==> config.mk <==
export PLATFORM = sky130hd
export DESIGN_NAME = uri_percent_codec
export DESIGN_NICKNAME = d
export VERILOG_FILES = /design/src/rtl/core/uri_pct_pkg.sv /design/src/rtl/core/uri_percent_codec.sv /design/src/rtl/core/uri_pct_step.sv
export SDC_FILE = /design/constraint.sdc
export NUM_CORES = 1
export LEC_CHECK = 0
export BUFFER_PORTS_ARGS = -buffer_cell sky130_fd_sc_hd__buf_2
export CAP_MARGIN = 20
export CORE_ASPECT_RATIO = 1.2
export CORE_MARGIN = 1.5
export CORE_UTILIZATION = 30
export DETAILED_ROUTE_END_ITERATION = 16
export GPL_ROUTABILITY_DRIVEN = 0
export PLACE_DENSITY = 0.58
export RECOVER_POWER = 25
export SETUP_SLACK_MARGIN = 0.02
export SYNTH_ARGS = -nofsm -noshare
export SYNTH_HDL_FRONTEND = slang
export SYNTH_SLANG_ARGS = --single-unit
export TNS_END_PERCENT = 10
==> constraint.sdc <==
create_clock -name clk -period 4.1 [get_ports clk]
set_clock_uncertainty 0.05 [all_clocks]
set_input_delay 1.23 -clock clk [delete_from_list [all_inputs] [get_ports clk]]
set_output_delay 1.23 -clock clk [all_outputs]
set_load 0.02 [all_outputs]
==> src/rtl/core/uri_pct_pkg.sv <==
// uri_pct_pkg: shared types, codes and character helpers for the URI percent codec.
// No dependencies; used by uri_pct_step and uri_percent_codec.

package uri_pct_pkg;

	// Configuration register indexes
	localparam int unsigned CFG_INDEX_W = 1;
	localparam logic [CFG_INDEX_W-1:0] REG_DIRECTION = 1'b0;
	localparam logic [CFG_INDEX_W-1:0] REG_ESC_SLASH = 1'b1;

	// Direction codes
	localparam logic DIR_ENCODE = 1'b0;
	localparam logic DIR_DECODE = 1'b1;

	// Decoder phases
	localparam logic [1:0] PH_IDLE = 2'd0;
	localparam logic [1:0] PH_HIGH = 2'd1;
	localparam logic [1:0] PH_LOW  = 2'd2;
	localparam logic [1:0] PH_DROP = 2'd3;

	// Result status codes
	localparam logic [1:0] ST_OK     = 2'd0;
	localparam logic [1:0] ST_TRUNC  = 2'd1;
	localparam logic [1:0] ST_NONHEX = 2'd2;

	localparam logic [7:0] CH_PERCENT = 8'h25;
	localparam logic [7:0] CH_SLASH   = 8'h2F;

	typedef struct packed {
		logic [7:0] data_byte;
		logic       string_last;
	} in_item_t;

	typedef struct packed {
		logic [7:0] out_byte;
		logic [1:0] status;
		logic       run_last;
		logic       string_end;
	} out_item_t;

	typedef struct packed {
		logic direction;
		logic esc_slash;
	} cfg_t;

	typedef struct packed {
		logic [1:0] phase;
		logic [3:0] nibble;
	} dec_state_t;

	typedef struct packed {
		logic       valid;
		logic [3:0] value;
	} hex_digit_t;

	// Unreserved, generic reserved marks, and '/' unless it is to be escaped
	function automatic logic passes_plain(input logic [7:0] c, input logic esc_slash);
		logic r;
		r = 1'b0;
		if ((c >= 8'h41 && c <= 8'h5A) || (c >= 8'h61 && c <= 8'h7A) ||
		    (c >= 8'h30 && c <= 8'h39))
			r = 1'b1;
		case (c)
			8'h2D, 8'h2E, 8'h5F, 8'h7E,
			8'h3A, 8'h40, 8'h21, 8'h24, 8'h26, 8'h27,
			8'h28, 8'h29, 8'h2A, 8'h2B, 8'h2C, 8'h3B, 8'h3D: r = 1'b1;
			CH_SLASH: r = !esc_slash;
			default: ;
		endcase
		return r;
	endfunction

	// Hex digit of either case to its value
	function automatic hex_digit_t hex_decode(input logic [7:0] c);
		hex_digit_t h;
		logic [7:0] t;
		h = '0;
		t = '0;
		if (c >= 8'h30 && c <= 8'h39) begin
			t = c - 8'h30;
			h.valid = 1'b1;
		end else if (c >= 8'h61 && c <= 8'h66) begin
			t = c - 8'h57;
			h.valid = 1'b1;
		end else if (c >= 8'h41 && c <= 8'h46) begin
			t = c - 8'h37;
			h.valid = 1'b1;
		end
		h.value = t[3:0];
		return h;
	endfunction

	// Upper-case hex character for a nibble
	function automatic logic [7:0] hex_char(input logic [3:0] n);
		logic [7:0] r;
		case (n)
			4'h0: r = 8'h30;
			4'h1: r = 8'h31;
			4'h2: r = 8'h32;
			4'h3: r = 8'h33;
			4'h4: r = 8'h34;
			4'h5: r = 8'h35;
			4'h6: r = 8'h36;
			4'h7: r = 8'h37;
			4'h8: r = 8'h38;
			4'h9: r = 8'h39;
			4'hA: r = 8'h41;
			4'hB: r = 8'h42;
			4'hC: r = 8'h43;
			4'hD: r = 8'h44;
			4'hE: r = 8'h45;
			default: r = 8'h46;
		endcase
		return r;
	endfunction

endpackage

==> src/rtl/core/uri_percent_codec.sv <==
// uri_percent_codec: top level of the byte-stream URI percent encoder/decoder.
// Depends on uri_pct_pkg and uri_pct_step.
//
// Usage:
//  - in channel (in_valid/in_ready/in_data): one byte plus a string_last flag per transfer.
//  - out channel (out_valid/out_ready/out_data): one result per transfer: byte, status,
//    run_last (last result of its input byte) and string_end (last result of a string).
//  - cfg port: cfg_we with cfg_index/cfg_wdata writes direction (0 encode, 1 decode) or
//    the slash-escape flag. Write only while the codec is idle; a direction write clears
//    the decoder. No read-back.
//  - A taken byte waits in the input register; its results reach out via the result register.
//  - Throughput: one input byte per cycle when each gives at most one result and out does
//    not stall. A byte that encodes to an escape holds the input register until all three
//    result bytes are out, since the single result register takes one result per cycle.
//    Bytes that give no result (escape digits being gathered, dropped tail) retire at once.
//  - Stall: while out_ready is low the result register holds; a byte still owing
//    results stays in the input register and in_ready drops. A byte giving no result
//    still retires.
//  - Reset (arst_n low): both registers empty, encode direction, slash passes, decoder idle.

module uri_percent_codec (
	input  logic                                 clk,
	input  logic                                 arst_n,
	input  logic                                 in_valid,
	output logic                                 in_ready,
	input  uri_pct_pkg::in_item_t                in_data,
	output logic                                 out_valid,
	input  logic                                 out_ready,
	output uri_pct_pkg::out_item_t               out_data,
	input  logic                                 cfg_we,
	input  logic [uri_pct_pkg::CFG_INDEX_W-1:0]  cfg_index,
	input  logic                                 cfg_wdata
);

	// Input register
	logic                   valid_s1;
	uri_pct_pkg::in_item_t  item_s1;
	logic [1:0]             idx_q;      // which result of the held byte is next

	// Configuration and decoder state
	uri_pct_pkg::cfg_t       cfg_q;
	uri_pct_pkg::dec_state_t state_q;

	// Result register
	logic                   out_valid_q;
	uri_pct_pkg::out_item_t out_data_q;

	uri_pct_pkg::out_item_t  res;
	logic [1:0]              res_count;
	uri_pct_pkg::dec_state_t next_state;

	logic out_free;   // result register can take a result this cycle
	logic emit;       // a result moves into the result register
	logic s1_done;    // held byte retires this cycle

	uri_pct_step u_step (
		.item       (item_s1),
		.cfg        (cfg_q),
		.state      (state_q),
		.idx        (idx_q),
		.res        (res),
		.res_count  (res_count),
		.next_state (next_state)
	);

	assign out_free = !out_valid_q || out_ready;
	assign emit     = valid_s1 && (res_count != 2'd0) && out_free;
	// retire after the final result, or at once when the byte gives none
	assign s1_done  = valid_s1 && ((res_count == 2'd0) ||
	                               (out_free && (idx_q == res_count - 2'd1)));
	assign in_ready = !valid_s1 || s1_done;

	always_ff @(posedge clk or negedge arst_n) begin
		if (!arst_n) begin
			valid_s1 <= 1'b0;
			idx_q    <= 2'd0;
		end else begin
			if (in_ready)
				valid_s1 <= in_valid;
			if (s1_done)
				idx_q <= 2'd0;
			else if (emit)
				idx_q <= idx_q + 2'd1;
		end
	end

	always_ff @(posedge clk) begin
		if (in_ready && in_valid)
			item_s1 <= in_data;
	end

	// Config and decoder state; a direction write resets the decoder
	always_ff @(posedge clk or negedge arst_n) begin
		if (!arst_n) begin
			cfg_q   <= '{direction: uri_pct_pkg::DIR_ENCODE, esc_slash: 1'b0};
			state_q <= '{phase: uri_pct_pkg::PH_IDLE, nibble: 4'h0};
		end else begin
			if (cfg_we && cfg_index == uri_pct_pkg::REG_DIRECTION) begin
				cfg_q.direction <= cfg_wdata;
				state_q         <= '{phase: uri_pct_pkg::PH_IDLE, nibble: 4'h0};
			end else if (s1_done) begin
				state_q <= next_state;
			end
			if (cfg_we && cfg_index == uri_pct_pkg::REG_ESC_SLASH)
				cfg_q.esc_slash <= cfg_wdata;
		end
	end

	// Result register
	always_ff @(posedge clk or negedge arst_n) begin
		if (!arst_n)
			out_valid_q <= 1'b0;
		else if (out_free)
			out_valid_q <= emit;
	end

	always_ff @(posedge clk) begin
		if (emit)
			out_data_q <= res;
	end

	assign out_valid = out_valid_q;
	assign out_data  = out_data_q;

`ifndef ASSERT_OFF
	// a partly emitted escape always has its byte still held
	assert property (@(posedge clk) disable iff (!arst_n)
		(idx_q != 2'd0) |-> valid_s1)
		else $error("result index set with no held byte");

	// only encoding yields more than one result per byte
	assert property (@(posedge clk) disable iff (!arst_n)
		(idx_q != 2'd0) |-> (cfg_q.direction == uri_pct_pkg::DIR_ENCODE))
		else $error("multi-result byte while decoding");

	// the decoder leaves idle only in decode direction
	assert property (@(posedge clk) disable iff (!arst_n)
		(state_q.phase != uri_pct_pkg::PH_IDLE) |->
		(cfg_q.direction == uri_pct_pkg::DIR_DECODE))
		else $error("decoder busy in encode direction");

	// an error result carries a zero byte and closes both the byte and the string
	assert property (@(posedge clk) disable iff (!arst_n)
		(out_valid_q && out_data_q.status != uri_pct_pkg::ST_OK) |->
		(out_data_q.out_byte == 8'h00 && out_data_q.run_last && out_data_q.string_end))
		else $error("malformed error result");

	// the result index holds while the result register is stalled
	assert property (@(posedge clk) disable iff (!arst_n)
		(out_valid_q && !out_ready) |=> (idx_q == $past(idx_q)))
		else $error("result index moved during output stall");
`endif

endmodule

==> src/rtl/core/uri_pct_step.sv <==
// uri_pct_step: combinational encode/decode step for one held input byte.
// Depends on uri_pct_pkg. Gives the result at slot idx, result count, next decoder state.

module uri_pct_step (
	input  uri_pct_pkg::in_item_t   item,
	input  uri_pct_pkg::cfg_t       cfg,
	input  uri_pct_pkg::dec_state_t state,
	input  logic [1:0]              idx,
	output uri_pct_pkg::out_item_t  res,
	output logic [1:0]              res_count,
	output uri_pct_pkg::dec_state_t next_state
);

	uri_pct_pkg::hex_digit_t dig;
	logic                    last;
	logic [7:0]              c;

	assign c    = item.data_byte;
	assign last = item.string_last;
	assign dig  = uri_pct_pkg::hex_decode(c);

	always_comb begin
		res        = '0;
		res_count  = 2'd0;
		next_state = state;
		if (cfg.direction == uri_pct_pkg::DIR_ENCODE) begin
			if (uri_pct_pkg::passes_plain(c, cfg.esc_slash)) begin
				res_count = 2'd1;
				res       = '{out_byte: c, status: uri_pct_pkg::ST_OK,
				              run_last: 1'b1, string_end: last};
			end else begin
				res_count = 2'd3;
				case (idx)
					2'd0: res.out_byte = uri_pct_pkg::CH_PERCENT;
					2'd1: res.out_byte = uri_pct_pkg::hex_char(c[7:4]);
					default: begin
						res.out_byte   = uri_pct_pkg::hex_char(c[3:0]);
						res.run_last   = 1'b1;
						res.string_end = last;
					end
				endcase
			end
		end else begin
			case (state.phase)
				uri_pct_pkg::PH_IDLE: begin
					if (c != uri_pct_pkg::CH_PERCENT) begin
						res_count = 2'd1;
						res       = '{out_byte: c, status: uri_pct_pkg::ST_OK,
						              run_last: 1'b1, string_end: last};
					end else if (last) begin
						res_count  = 2'd1;
						res        = '{out_byte: 8'h00, status: uri_pct_pkg::ST_TRUNC,
						               run_last: 1'b1, string_end: 1'b1};
						next_state = '{phase: uri_pct_pkg::PH_IDLE, nibble: 4'h0};
					end else begin
						next_state.phase = uri_pct_pkg::PH_HIGH;
					end
				end
				uri_pct_pkg::PH_HIGH: begin
					// truncation is checked before the digit itself
					if (last || !dig.valid) begin
						res_count  = 2'd1;
						res        = '{out_byte: 8'h00,
						               status: last ? uri_pct_pkg::ST_TRUNC
						                            : uri_pct_pkg::ST_NONHEX,
						               run_last: 1'b1, string_end: 1'b1};
						next_state = '{phase: last ? uri_pct_pkg::PH_IDLE
						                           : uri_pct_pkg::PH_DROP,
						               nibble: 4'h0};
					end else begin
						next_state = '{phase: uri_pct_pkg::PH_LOW, nibble: dig.value};
					end
				end
				uri_pct_pkg::PH_LOW: begin
					res_count = 2'd1;
					if (!dig.valid) begin
						res        = '{out_byte: 8'h00, status: uri_pct_pkg::ST_NONHEX,
						               run_last: 1'b1, string_end: 1'b1};
						next_state = '{phase: last ? uri_pct_pkg::PH_IDLE
						                           : uri_pct_pkg::PH_DROP,
						               nibble: 4'h0};
					end else begin
						res        = '{out_byte: {state.nibble, dig.value},
						               status: uri_pct_pkg::ST_OK,
						               run_last: 1'b1, string_end: last};
						next_state = '{phase: uri_pct_pkg::PH_IDLE, nibble: 4'h0};
					end
				end
				default: begin
					// dropping the tail of a failed string
					if (last)
						next_state.phase = uri_pct_pkg::PH_IDLE;
				end
			endcase
		end
	end

endmodule

==> flow_metrics.tcl <==
set metrics [dict create \
    cp_data_arrival_time_ns 2.68 \
    dieArea_mm2 0.0103 \
    fin_area_mm2 0.00337 \
    synth_seq_cells 45 \
    die_y_um 111 \
    rows 39 \
    drt_iter0_drc 149 \
    fmax_mhz 252 \
    grt_pass1_vias 2363 \
    drv_cap 0 \
    clock_sinks 45 \
    ys_seq_area_share_pct 40.2 \
    io_buffer_count 29 \
    status "complete, no violations" \
    vias 2461 \
    start_util_pct 30.8 \
    p_sw_w 0.000646 \
    crit_fanout 6 \
    syn-cell-area_mm2 0.00292 \
    cts_root_buf "clkbuf_16" \
    final_util_pct 35.6 \
    hold_viol 0 \
    pwr-share-seq_pct 38.0 \
    worstSetupPathType "reg -> out" \
    synth_cell_types 63 \
    drive_gt1_share_pct 16.3 \
    cts_tree "yes" \
    crit_path_start_kind "register" \
    area_delta_synth_final_pct 15.5 \
    hold_buffers 0 \
    synth_enable_flop_cells 21 \
    clkPwrFrac_pct 23.3 \
    cts_made_buffers 5 \
    ios 30 \
    ys_warn_count 0 \
    grt_max_degree 18 \
    grt_overflow_total 0 \
    tns_ns 0 \
    dpl_cell_area_mm2 0.00319 \
    htreeDepth 2 \
    clockBufferDepth 2 \
    maxSlewViolCount 0 \
    antenna_found_initial 0 \
    rsz0062_at_grt "no" \
    wl_mm 7.17 \
    wire_per_inst_um 15.2 \
    synth_fp_nets 351 \
    ant_nets 0 \
    coreArea_mm2 0.00947 \
    syn_avg_cell_area_um2 9.08 \
    ys_async_sr_fraction_pct 26.7 \
    power.internal_w 0.00111 \
    final_cell_mix "nor2_1 (31), nand2_1 (26), inv_1 (25), a21oi_1 (23), edfxtp_1 (21)" \
    ys.flop_type "edfxtp_1" \
    syn_inst 321 \
    fin_crit_sh_pct 96.6 \
    via_per_inst 5.20 \
    p_leak_nw 1.38 \
    die_w_um 93.0 \
    grt_pass1_wl_mm 11.8 \
    fin_crit_ns 3.96 \
    tightest_slew_ns 0.751 \
    path_clk_slew_ns 0.06 \
    holdPathStages 1 \
    clk_latency_ns 0.29 \
    drc 0 \
    endpoint_kind "primary output" \
    antennaDiodeCount 0 \
    swShare_pct 36.7 \
    setup_viol 0 \
    maxSlewHeadroom_pct 49.6 \
    hp-class "reg -> reg" \
    ir_worst_vdd_v 0.000165 \
    critPathRequiredTime_ns 2.82 \
    r2r_cells 13 \
    place_hpwl_mm 5.44 \
    n_fill_cell 987 \
    final_common_cell "nor2_1" \
    p_per_area_mw_per_mm2 523 \
    grt_usage_pct 14.5 \
    final_nets 379 \
    dr.pass1.iters 4 \
    combPwrFrac_pct 38.7 \
]
-- critical path: stages, from the launching register on --
cell      delay, ns
edfxtp_1       0.52
or4b_1         0.62
nor4_1         0.27
o311ai_2       0.21
a31oi_2        0.31
a21oi_2        0.07
and3_1         0.18
inv_1          0.06
buf_2          0.16
-- cells by family (layout without fill, tap and decap cells) --
family                     count (synthesis)  count (layout)  share of synthesized area, %
and+or+nand+nor                          110             110                          18.7
AOI/OAI and AO/OA                         85              85                          20.5
DFF                                       45              45                          40.2
buffers and inverters                     45              74                          6.27
muxes                                     20              20                          7.77
adders and majority gates                 14              14                          6.01
xor gates and xnor gates                   2               2                         0.601
-- timing repair --
| item | CTS | global route |
|---|---|---|
| gates cloned | 0 | 0 |
| setup buffers | 0 | 4 |
| gates resized for setup | 1 | 1 |
| setup endpoints to repair | 1 | 1 |
-- stage by stage --
| stage | cells | total power, W | setup WS (ns) | hold slack [ns] |
|---|---|---|---|---|
| 6_report | 473 | 0.00176 | 0.139 | 0.486 |
| 5_1_grt | 473 | 0.00188 | 0.0265 | 0.500 |
| 4_1_cts | 469 | 0.00176 | 0.0518 | 0.490 |
| 3_5_place_dp | 461 | 0.00135 | 0.272 | 0.481 |
| 3_3_place_gp | 461 | 0.00134 | 0.339 | 0.476 |
| 2_1_floorplan | 321 | 0.00116 | 0.472 | 0.422 |
-- synthesized netlist by cell type (2+ instances only) --
master,instances,area [um^2]
nor4_1,2,12.5
nand3_1,11,55.1
dfxtp_1,12,240
nand2_1,26,97.6
mux2_2,6,67.6
nor3b_1,3,22.5
clkbuf_1,16,60.1
nor3_1,4,20.0
a22oi_1,3,22.5
dfrtp_1,12,300
and3_1,2,12.5
or2_2,2,12.5
mux2i_1,11,110
or3_1,6,37.5
buf_2,2,10.0
a21oi_1,23,115
and2_1,2,12.5
nand2b_1,7,43.8
o21bai_1,2,15.0
ha_1,14,175
o21ai_0,18,90.1
or4b_1,2,20.0
o22ai_1,3,18.8
nor2_1,31,116
nor2b_1,7,43.8
edfxtp_1,21,631
a31oi_1,3,18.8
a221oi_1,2,17.5
nand4_1,2,12.5
a22o_1,2,17.5
a32oi_1,4,35.0
inv_1,25,93.8
a211oi_1,5,37.5
-- power groups by stage --
| stage | logic [W] | clock network [W] | registers [W] |
|---|---|---|---|
| 2_1_floorplan | 0.000478 | 0 | 0.000685 |
| 3_5_place_dp | 0.000668 | 0 | 0.000680 |
| 4_1_cts | 0.000671 | 0.000418 | 0.000670 |
| 6_report | 0.000681 | 0.000410 | 0.000669 |
| 3_3_place_gp | 0.000663 | 0 | 0.000678 |
| 5_1_grt | 0.000763 | 0.000432 | 0.000681 |
-- metal layers --
metal,track usage [%],vias to the layer above,wire [um]
met3,2.26,13,256
met5,0,-,0
met1,18.6,1177,3230
li1,-,1207,-
met2,24.6,64,3530
met4,4.85,0,155
-- cell type report --
| class | count | area, um^2 | share of cell area, % |
|---|---|---|---|
| inverter | 25 | 93.8 | 2.79 |
| tap | 123 | 154 | 4.57 |
| clock inverter | 2 | 13.8 | 0.409 |
| timing repair buffer | 41 | 220 | 6.54 |
| clock buffer | 6 | 139 | 4.13 |
| sequential | 45 | 1170 | 34.8 |
| multi-input combinational | 231 | 1570 | 46.8 |
-- final timing paths --
check	start	endpoint	slack (ns)
min in group asynchronous	arst_n	out_valid	0.93
worst max-delay path	item_s1[8]	in_ready	0.14
worst min register to register	cfg_q[0]	cfg_q[0]	0.49
worst max register to register	item_s1[8]	register	0.52
worst min-delay path	cfg_q[0]	cfg_q[0]	0.49
max in group asynchronous	arst_n	state_q[2]	2.60
Note: power is estimated with default switching activity, not from simulation.
